[src/cvq_pkg.sv]
// package for the codebook vector-quantization frame decoder
// holds parse phases, chunk kinds, the front-to-back command type and color math
// no dependencies
package cvq_pkg;

    localparam int MaxStrips     = 8;
    localparam int StripBits     = $clog2(MaxStrips);
    localparam int StripWordBits = 1 + 8 + 2;
    localparam int CbAddrBits    = StripBits + StripWordBits;
    localparam int CbDepth       = 1 << CbAddrBits;
    localparam int QDepth        = 4;
    localparam int QBits         = $clog2(QDepth);

    localparam logic [7:0] KindV4Full  = 8'h20;
    localparam logic [7:0] KindV4Upd   = 8'h21;
    localparam logic [7:0] KindV1Full  = 8'h22;
    localparam logic [7:0] KindV1Upd   = 8'h23;
    localparam logic [7:0] KindVecKey  = 8'h30;
    localparam logic [7:0] KindVecInt  = 8'h31;
    localparam logic [7:0] KindVecV1   = 8'h32;
    localparam logic [15:0] StripHdrLen = 16'd12;

    typedef enum logic [2:0] {
        PH_WAIT, PH_FHDR, PH_SHDR, PH_SSKIP, PH_CHDR, PH_CBOOK, PH_VEC, PH_CSKIP
    } t_phase;

    typedef enum logic [1:0] {
        CMD_ENTRY, CMD_BLOCK, CMD_COPY
    } t_cmd_kind;

    // execution unit states
    typedef enum logic [1:0] { EX_IDLE, EX_ENTRY, EX_COPY, EX_BLOCK } t_ex_state;

    // one command from the parser to the execution side
    typedef struct packed {
        t_cmd_kind        kind;
        logic [StripBits-1:0] strip;
        logic             book;
        logic             four;
        logic [7:0]       idx;
        logic [47:0]      bytes;
        logic [15:0]      x;
        logic [15:0]      y;
    } t_cmd;

    function automatic logic [7:0] clamp8(input logic signed [11:0] v);
        if (v < 0) return 8'd0;
        if (v > 12'sd255) return 8'd255;
        return v[7:0];
    endfunction

    function automatic logic [23:0] yuv_rgb(input logic [7:0] y, input logic [7:0] u,
                                           input logic [7:0] v);
        logic signed [11:0] ys, us, vs, uh;
        ys = {4'd0, y};
        us = {{4{u[7]}}, u};
        vs = {{4{v[7]}}, v};
        uh = us / 12'sd2;
        return {clamp8(ys + 12'sd2 * vs), clamp8(ys - uh - vs), clamp8(ys + 12'sd2 * us)};
    endfunction

endpackage

[src/cvq_parser.sv]
// front part: parses the byte stream and issues codebook and block commands
// depends on cvq_pkg
module cvq_parser
    import cvq_pkg::*;
(
    input  logic        i_clk,
    input  logic        i_rst_n,
    input  logic        i_valid,
    output logic        o_ready,
    input  logic [7:0]  i_data_byte,
    input  logic        i_frame_start,
    output logic        o_cmd_valid,
    input  logic        i_cmd_ready,
    output t_cmd        o_cmd
);

    t_phase      r_phase, n_phase;
    logic [7:0]  r_flags, n_flags;
    logic [15:0] r_strip, n_strip, r_scount, n_scount, r_sleft, n_sleft;
    logic [15:0] r_cleft, n_cleft, r_shift, n_shift;
    logic [7:0]  r_kind, n_kind;
    logic [15:0] r_x1, n_x1, r_y1, n_y1, r_x2, n_x2, r_y2, n_y2, r_prev, n_prev;
    logic [15:0] r_cx, n_cx, r_cy, n_cy;
    logic [31:0] r_fw, n_fw;
    logic [5:0]  r_mpos, n_mpos;
    logic [8:0]  r_ent, n_ent;
    logic [7:0]  r_g [6];
    logic [7:0]  n_g [6];
    logic [3:0]  r_gc, n_gc;
    logic [1:0]  r_vst, n_vst;
    logic        r_vdone, n_vdone;
    // settle pending: walks skip bits one per cycle before next byte
    logic        r_busy, n_busy;
    logic        cmd_v;
    t_cmd        cmd;

    logic        take;
    logic        adv_done;
    logic [15:0] adv_x, adv_y;
    logic        mask_bit;

    assign o_ready = !r_busy && i_cmd_ready;
    assign take    = i_valid && o_ready;
    assign o_cmd_valid = cmd_v;
    assign o_cmd = cmd;
    // next mask bit, msb first
    assign mask_bit = r_fw[5'(r_mpos - 6'd1)];

    always_comb begin
        logic [16:0] nx, ny;
        nx = {1'b0, r_cx} + 17'd4;
        ny = {1'b0, r_cy} + 17'd4;
        adv_x = r_cx; adv_y = r_cy; adv_done = 1'b0;
        if (nx < {1'b0, r_x2}) adv_x = nx[15:0];
        else begin
            adv_x = r_x1;
            if (ny < {1'b0, r_y2}) adv_y = ny[15:0];
            else adv_done = 1'b1;
        end
    end

    // next state of the parser
    always_comb begin
        logic [15:0] hs, sz;
        logic [3:0]  gc;
        logic        fl_want, do_strip_done;
        logic        active;
        n_phase = r_phase; n_flags = r_flags; n_strip = r_strip; n_scount = r_scount;
        n_sleft = r_sleft; n_cleft = r_cleft; n_shift = r_shift; n_kind = r_kind;
        n_x1 = r_x1; n_y1 = r_y1; n_x2 = r_x2; n_y2 = r_y2; n_prev = r_prev;
        n_cx = r_cx; n_cy = r_cy; n_fw = r_fw; n_mpos = r_mpos; n_ent = r_ent;
        n_g = r_g; n_gc = r_gc; n_vst = r_vst; n_vdone = r_vdone;
        n_busy = r_busy;
        cmd_v = 1'b0;
        cmd = '0;
        cmd.strip = r_strip[StripBits-1:0];
        cmd.x = r_cx; cmd.y = r_cy;
        cmd.bytes = {r_g[0], r_g[1], r_g[2], r_g[3], r_g[4], r_g[5]};
        do_strip_done = 1'b0;
        hs = '0; sz = '0; gc = '0; fl_want = 1'b0; active = 1'b0;

        if (r_busy) begin
            // one settle step per cycle
            if (r_phase == PH_CBOOK || r_phase == PH_CHDR) begin
                if (r_ent < 9'd256 && r_kind[0] && r_mpos != 0 && !mask_bit) begin
                    n_mpos = r_mpos - 6'd1;
                    n_ent = r_ent + 9'd1;
                end else begin
                    n_busy = 1'b0;
                    if (r_ent >= 9'd256)
                        n_phase = (r_cleft != 0) ? PH_CSKIP : PH_CHDR;
                    else if (r_cleft == 0) n_phase = PH_CHDR;
                    else n_phase = PH_CBOOK;
                    if (n_phase == PH_CHDR) n_gc = '0;
                    if (r_sleft == 0) do_strip_done = 1'b1;
                end
            end else begin
                n_busy = 1'b0;
                if (!r_vdone) begin
                    if (r_kind == KindVecV1) n_vst = 2'd2;
                    else if (r_vst == 2'd0) begin
                        if (!r_kind[0]) begin n_vst = 2'd1; n_busy = 1'b1; end
                        else if (r_mpos != 0) begin
                            n_mpos = r_mpos - 6'd1;
                            n_busy = 1'b1;
                            if (mask_bit) n_vst = 2'd1;
                            else begin
                                n_cx = adv_x; n_cy = adv_y; n_vdone = adv_done;
                            end
                        end
                    end else if (r_vst == 2'd1) begin
                        if (r_mpos != 0) begin
                            n_mpos = r_mpos - 6'd1;
                            n_vst = mask_bit ? 2'd3 : 2'd2;
                        end
                    end
                end
                if (!n_busy) begin
                    if (n_vdone || r_cleft == 0) n_phase = PH_SSKIP;
                    if (r_sleft == 0) do_strip_done = 1'b1;
                end
            end
        end else if (take) begin
            if (i_frame_start) begin
                n_phase = PH_FHDR; n_gc = '0; n_shift = '0;
            end
            gc = i_frame_start ? 4'd0 : r_gc;
            if (n_phase == PH_FHDR || n_phase == PH_SHDR) begin
                hs = {(i_frame_start ? 8'd0 : r_shift[7:0]), i_data_byte};
                n_shift = hs;
                if (n_phase == PH_FHDR) begin
                    if (gc == 0) n_flags = i_data_byte;
                    if (gc >= 4'd9) begin
                        n_scount = hs; n_strip = '0; n_prev = '0; n_gc = '0;
                        n_phase = (hs != 0) ? PH_SHDR : PH_WAIT;
                    end else n_gc = gc + 4'd1;
                end else begin
                    unique case (gc)
                        4'd3: n_sleft = (hs >= StripHdrLen) ? hs - StripHdrLen : 16'd0;
                        4'd5: n_y1 = hs;
                        4'd7: n_x1 = hs;
                        4'd9: begin
                            if (r_y1 == 0) begin
                                n_y1 = r_prev; n_y2 = r_prev + hs;
                            end else n_y2 = hs;
                            n_prev = n_y2;
                        end
                        4'd11: n_x2 = hs;
                        default: ;
                    endcase
                    if (gc >= 4'd11) begin
                        active = r_strip < 16'(MaxStrips);
                        n_gc = '0;
                        // strip codebook copy runs in the back part
                        if (active && r_strip != 0 && !r_flags[0]) begin
                            cmd_v = 1'b1;
                            cmd.kind = CMD_COPY;
                        end
                        if (r_sleft == 0) do_strip_done = 1'b1;
                        else n_phase = active ? PH_CHDR : PH_SSKIP;
                    end else n_gc = gc + 4'd1;
                end
            end else if (n_phase != PH_WAIT) begin
                n_sleft = r_sleft - 16'd1;
                unique case (n_phase)
                    PH_CHDR: begin
                        n_g[{1'b0, gc[1:0]}] = i_data_byte;
                        n_gc = gc + 4'd1;
                        if (gc == 4'd3) begin
                            sz = {r_g[2], i_data_byte};
                            n_kind = r_g[0];
                            n_cleft = (sz >= 16'd4) ? sz - 16'd4 : 16'd0;
                            n_gc = '0; n_fw = '0; n_mpos = '0; n_ent = '0;
                            if (r_g[0] >= KindV4Full && r_g[0] <= KindV1Upd) begin
                                n_phase = PH_CHDR;
                                n_busy = 1'b1;
                            end else if (r_g[0] >= KindVecKey && r_g[0] <= KindVecV1) begin
                                n_cx = r_x1; n_cy = r_y1;
                                n_vdone = (r_x1 >= r_x2) || (r_y1 >= r_y2);
                                n_vst = '0; n_phase = PH_VEC; n_busy = 1'b1;
                            end else n_phase = (n_cleft != 0) ? PH_CSKIP : PH_CHDR;
                        end
                    end
                    PH_CSKIP: begin
                        n_cleft = r_cleft - 16'd1;
                        if (n_cleft == 0) begin n_phase = PH_CHDR; n_gc = '0; end
                    end
                    PH_CBOOK: begin
                        fl_want = r_kind[0] && r_mpos == 0;
                        n_cleft = r_cleft - 16'd1;
                        if (gc < 4'd6) n_g[gc[2:0]] = i_data_byte;
                        n_gc = gc + 4'd1;
                        n_busy = 1'b1;
                        if (fl_want && n_gc >= 4'd4) begin
                            n_fw = {r_g[0], r_g[1], r_g[2], i_data_byte};
                            n_mpos = 6'd32; n_gc = '0;
                        end else if (!fl_want && n_gc >= 4'd6) begin
                            cmd_v = 1'b1;
                            cmd.kind = CMD_ENTRY;
                            cmd.book = r_kind >= KindV1Full;
                            cmd.idx = r_ent[7:0];
                            cmd.bytes = {r_g[0], r_g[1], r_g[2], r_g[3], r_g[4], i_data_byte};
                            if (r_kind[0]) n_mpos = r_mpos - 6'd1;
                            n_ent = r_ent + 9'd1;
                            n_gc = '0;
                        end
                    end
                    PH_VEC: begin
                        n_cleft = r_cleft - 16'd1;
                        if (gc < 4'd4) n_g[{1'b0, gc[1:0]}] = i_data_byte;
                        n_gc = gc + 4'd1;
                        if (r_vst < 2'd2) begin
                            if (n_gc >= 4'd4) begin
                                n_fw = {r_g[0], r_g[1], r_g[2], i_data_byte};
                                n_mpos = 6'd32; n_gc = '0; n_busy = 1'b1;
                            end
                        end else if (r_vst == 2'd2 || n_gc >= 4'd4) begin
                            cmd_v = 1'b1;
                            cmd.kind = CMD_BLOCK;
                            cmd.four = r_vst == 2'd3;
                            cmd.bytes = (r_vst == 2'd3)
                                ? {r_g[0], r_g[1], r_g[2], i_data_byte, 16'd0}
                                : {i_data_byte, 40'd0};
                            n_cx = adv_x; n_cy = adv_y; n_vdone = adv_done;
                            n_vst = '0; n_gc = '0; n_busy = 1'b1;
                        end
                        if (!n_busy && (n_vdone || n_cleft == 0)) n_phase = PH_SSKIP;
                    end
                    default: ;
                endcase
                if (!n_busy && n_sleft == 0) do_strip_done = 1'b1;
            end
        end
        if (do_strip_done) begin
            n_strip = r_strip + 16'd1;
            n_gc = '0;
            n_phase = (n_strip >= r_scount) ? PH_WAIT : PH_SHDR;
        end
    end

    // settle steps re-check the strip end in the busy branch
    always_ff @(posedge i_clk) begin
        if (!i_rst_n) begin
            r_phase <= PH_WAIT; r_flags <= '0; r_strip <= '0; r_scount <= '0;
            r_sleft <= '0; r_cleft <= '0; r_shift <= '0; r_kind <= '0;
            r_x1 <= '0; r_y1 <= '0; r_x2 <= '0; r_y2 <= '0; r_prev <= '0;
            r_cx <= '0; r_cy <= '0; r_fw <= '0; r_mpos <= '0; r_ent <= '0;
            r_gc <= '0; r_vst <= '0; r_vdone <= 1'b0; r_busy <= 1'b0;
            for (int i = 0; i < 6; i++) r_g[i] <= '0;
        end else begin
            r_phase <= n_phase; r_flags <= n_flags; r_strip <= n_strip; r_scount <= n_scount;
            r_sleft <= n_sleft; r_cleft <= n_cleft; r_shift <= n_shift; r_kind <= n_kind;
            r_x1 <= n_x1; r_y1 <= n_y1; r_x2 <= n_x2; r_y2 <= n_y2; r_prev <= n_prev;
            r_cx <= n_cx; r_cy <= n_cy; r_fw <= n_fw; r_mpos <= n_mpos; r_ent <= n_ent;
            r_gc <= n_gc; r_vst <= n_vst; r_vdone <= n_vdone; r_busy <= n_busy;
            r_g <= n_g;
        end
    end

endmodule

[config.mk]
export PLATFORM = sky130hd
export DESIGN_NAME = cvq_parser
export DESIGN_NICKNAME = d
export VERILOG_FILES = /design/src/cvq_pkg.sv /design/src/cvq_parser.sv
export SDC_FILE = /design/constraint.sdc
export NUM_CORES = 1
export LEC_CHECK = 0
export BUFFER_PORTS_ARGS = -buffer_cell sky130_fd_sc_hd__buf_2
export CAP_MARGIN = 20
export CORE_MARGIN = 5
export CORE_UTILIZATION = 50
export DETAILED_ROUTE_END_ITERATION = 10
export HOLD_SLACK_MARGIN = 0.02
export PLACE_DENSITY = 0.68
export SETUP_SLACK_MARGIN = 0.15
export SLEW_MARGIN = 5
export SYNTH_ARGS = -nofsm -noshare
export SYNTH_HDL_FRONTEND = slang
export SYNTH_SLANG_ARGS = --single-unit
[constraint.sdc]
create_clock -name i_clk -period 11.99 [get_ports i_clk]
set_input_delay 0.5995 -clock i_clk [delete_from_list [all_inputs] [get_ports i_clk]]
set_output_delay 0.5995 -clock i_clk [all_outputs]
set_load 0.05 [all_outputs]
==> results.toml <==
[route]
drt_wl_total_um = 57500
dr.first_iter.drc_count = 1501
detail_route.vias_per_cell = 6.04
antenna_left = 0
dr.pass1.iters = 7
avgRoutedWirePerCell_um = 19.7
drc = 0
vias = 17600

[place]
io_buffers = 109
dp_worst_setup_slack_ns = 7.25
place_area_um2 = 19400
gp_congestion = 0.950
hpwl_um = 39800
dp.cells = 2847

[worst_setup_path]
arrival_ns = 4.24
critPathTopFamily = "compound AO/OA/AOI/OAI gates"
crit_path_cell_trace = "buf_2, nand2b_1, inv_1, ha_1, nor2_1, a31oi_1, o221a_2, o21ai_0, o21ai_0, nand2_1, a22o_1, buf_2"
r2r_cells = 18
crit_type = "input port to output pin"
required_ns = 11.39
startpoint_type = "input port"
cp_num_buf_inv = 3
cp.depth = 12
crit_path_top_delay_cell = "buf_2"
cp_max_fo = 45
critPathMaxStageDelay_ns = 0.61
endpoint_kind = "output pin"

[yosys]
synth_cell_types = 84
syn-num-nets = 2528
synth_edf_count = 0
yosysSeqAreaShare_pct = 32.2
synth-seq-cells = 299
netlist.area_leader.share_pct = 32.2
synthArstFlopShare_pct = 0
syn_area_per_cell_um2 = 7.75
synthFlopType = "dfxtp_1"
synth.largest_area_cell = "dfxtp_1"
synth_warnings = 0
syn_area_um2 = 18600
synth_area_leaders = "dfxtp_1, ha_1, nor2_1, a21oi_1, mux2i_1"
synthesis.instances = 2400

[cts]
cts_tree = "yes"
cts_buffers = 35
clock-root-buffer = "clkbuf_16"
path_clk_slew_ns = 0.06
clockBufferDepth = 3
clock_sinks = 299
clock_latency_ns = 0.53
postCtsSetupBuffers = 0
cts_hold_buf = 0
cts_resized = 0
htreeDepth = 2

[die]
num_rows = 70
die_x_um = 203
die_h_um = 203
dieArea_um2 = 41200
core_um2 = 36700
initial_core_util_pct = 50.7
pin_count = 110

[sta]
fin_tns_setup_ns = 0
tightest_slew_ns = 1.18
setup_violations = 0
slew_headroom_pct = 21.2
fmax_mhz = 207
final_max_slew_viol_count = 0
min_period_over_period_pct = 40.4
worst_slack_ns = 7.15
rsz0062_at_grt = "no"
skew_ns = 0.0200
hold_viol = 0
finalCriticalPeriod_ns = 4.84

[power]
power.switching_mw = 0.548
ir_drop_v = 0.000100
p_seq_share_pct = 44.0
p_sw_share_pct = 24.0
leakage_nw = 8.35
intPower_mw = 1.73
p_per_area_nw_per_um2 = 110
combPwrFrac_pct = 5.9
pwr-share-clk_pct = 50.1

[global_route]
grt_max_degree = 114
antenna_found_initial = 1
grt_use_total_pct = 26.9
grt_pass1_wl_um = 91200
first_global_vias = 16300
overflow = 0

[finish]
final_nets = 2549
final_util_pct = 56.4
design_area_um2 = 20700
drive_gt1_share_pct = 11.0
fin_cells = 2914
antenna-diode-count = 0
syn_to_final_growth_pct = 11.1

[job]
cap_violations = 0

[worst_hold_path]
holdPathStages = 2
min_path_type = "register to register"

[outcome]
outcome = "completed"
==> registers in the layout (all words and copies together), names as in the netlist, 9 cells and up <==
signal	flops
r_scount	16
r_cy	16
r_ent	9
r_y2	16
r_g	48
r_fw	32
r_cleft	16
r_cx	16
r_x1	16
r_sleft	16
r_prev	16
r_y1	16
r_x2	16
r_strip	16
==> power groups by stage <==
stage	registers [mW]	clock network (mW)	logic, mW
after floorplan	1.02	0	0.0914
after global placement	1.03	0	0.131
after detailed placement	1.03	0	0.133
after CTS	1.00	1.17	0.133
after global routing	1.00	1.20	0.146
final	1.00	1.14	0.135
==> cells by family after synthesis <==
logic type / synth area share [%]
adders and majority gates: 7.77
xor gates and xnor gates: 4.00
DFF: 32.2
buffers and inverters: 5.29
muxes: 7.05
and+or+nand+nor: 23.7
AOI/OAI and AO/OA: 20.1
==> layout make-up <==
type | instances | area (µm²)
Inverter | 94 | 360
Clock inverter | 18 | 230
Clock buffer | 44 | 1000
Multi-Input combinational cell | 1851 | 11700
Timing Repair Buffer | 140 | 841
Fill cell | 3422 | 16000
Tap cell | 468 | 586
Sequential cell | 299 | 5990
==> through the flow <==
| step | hold slack [ns] | total power [mW] |
|---|---|---|
| 2_1_floorplan | 0.429 | 1.11 |
| 3_3_place_gp | 0.443 | 1.16 |
| 3_5_place_dp | 0.445 | 1.16 |
| 4_1_cts | 0.452 | 2.30 |
| 5_1_grt | 0.469 | 2.35 |
| 6_report | 0.451 | 2.28 |
==> synthesized netlist by cell type (6+ instances only) <==
cell,count
a211oi_1,37
a21boi_0,6
a21o_1,14
a21oi_1,240
a22o_1,18
a22oi_1,22
a31oi_1,15
and2_1,15
and3_1,19
buf_2,7
clkbuf_1,138
dfxtp_1,299
ha_1,114
inv_1,93
mux2_2,14
mux2i_1,96
mux4_2,8
nand2_1,201
nand2b_1,30
nand3_1,87
nand3b_1,16
nand4_1,24
nor2_1,378
nor2b_1,38
nor3_1,45
nor4_1,20
o211ai_1,12
o21a_1,7
o21ai_0,99
o21ai_1,16
o221a_2,16
o221ai_1,7
o22ai_1,8
o31ai_1,8
o32ai_1,16
or2_2,11
or3_1,16
or4_1,7
xnor2_1,48
xor2_1,37
==> path summary, 6_finish.rpt <==
check | startpoint | end | slack (ns)
worst min-delay path | r_fw[25] | r_fw[25] | 0.45
worst min register to register | r_fw[25] | r_fw[25] | 0.45
worst max-delay path | i_frame_start | o_cmd[38] | 7.15
worst max register to register | r_cx[2] | r_cy[15] | 7.40
==> metal layers <==
| metal | vias up | routed length (µm) | GRT usage [%] | share of wire [%] |
|---|---|---|---|---|
| met1 | 8283 | 26100 | 37.3 | 45 |
| li1 | 8552 | - | - | - |
| met5 | - | 13 | 0 | 0.023 |
| met2 | 646 | 26100 | 43.8 | 45 |
| met4 | 2 | 1570 | 7.71 | 2.7 |
| met3 | 112 | 3690 | 3.93 | 6.4 |
==> placed cells by master (no fill, tap or decap), types with 48 or more instances in the layout <==
cell | Yosys | final
nor2_1 | 378 | 377
dfxtp_1 | 299 | 299
a21oi_1 | 240 | 240
nand2_1 | 201 | 201
ha_1 | 114 | 114
buf_2 | 7 | 109
o21ai_0 | 99 | 98
mux2i_1 | 96 | 96
inv_1 | 93 | 93
nand3_1 | 87 | 87
xnor2_1 | 48 | 48
==> worst reg2reg max path, stage by stage (launching register included) <==
cell,delay [ns]
dfxtp_1,0.43
ha_1,0.24
nand3_1,0.17
or2_2,0.41
nor2_1,0.13
nand2_1,0.13
nor2_1,0.17
xor2_1,0.11
ha_1,0.30
nand4_1,0.09
nor2_1,0.15
o211ai_1,0.11
a21oi_1,0.16
a311o_1,0.45
nor2b_1,0.20
buf_4,0.20
nor2_1,0.05
nor2_1,0.68
o221a_2,0.33
(Power assumes the default switching activity.)
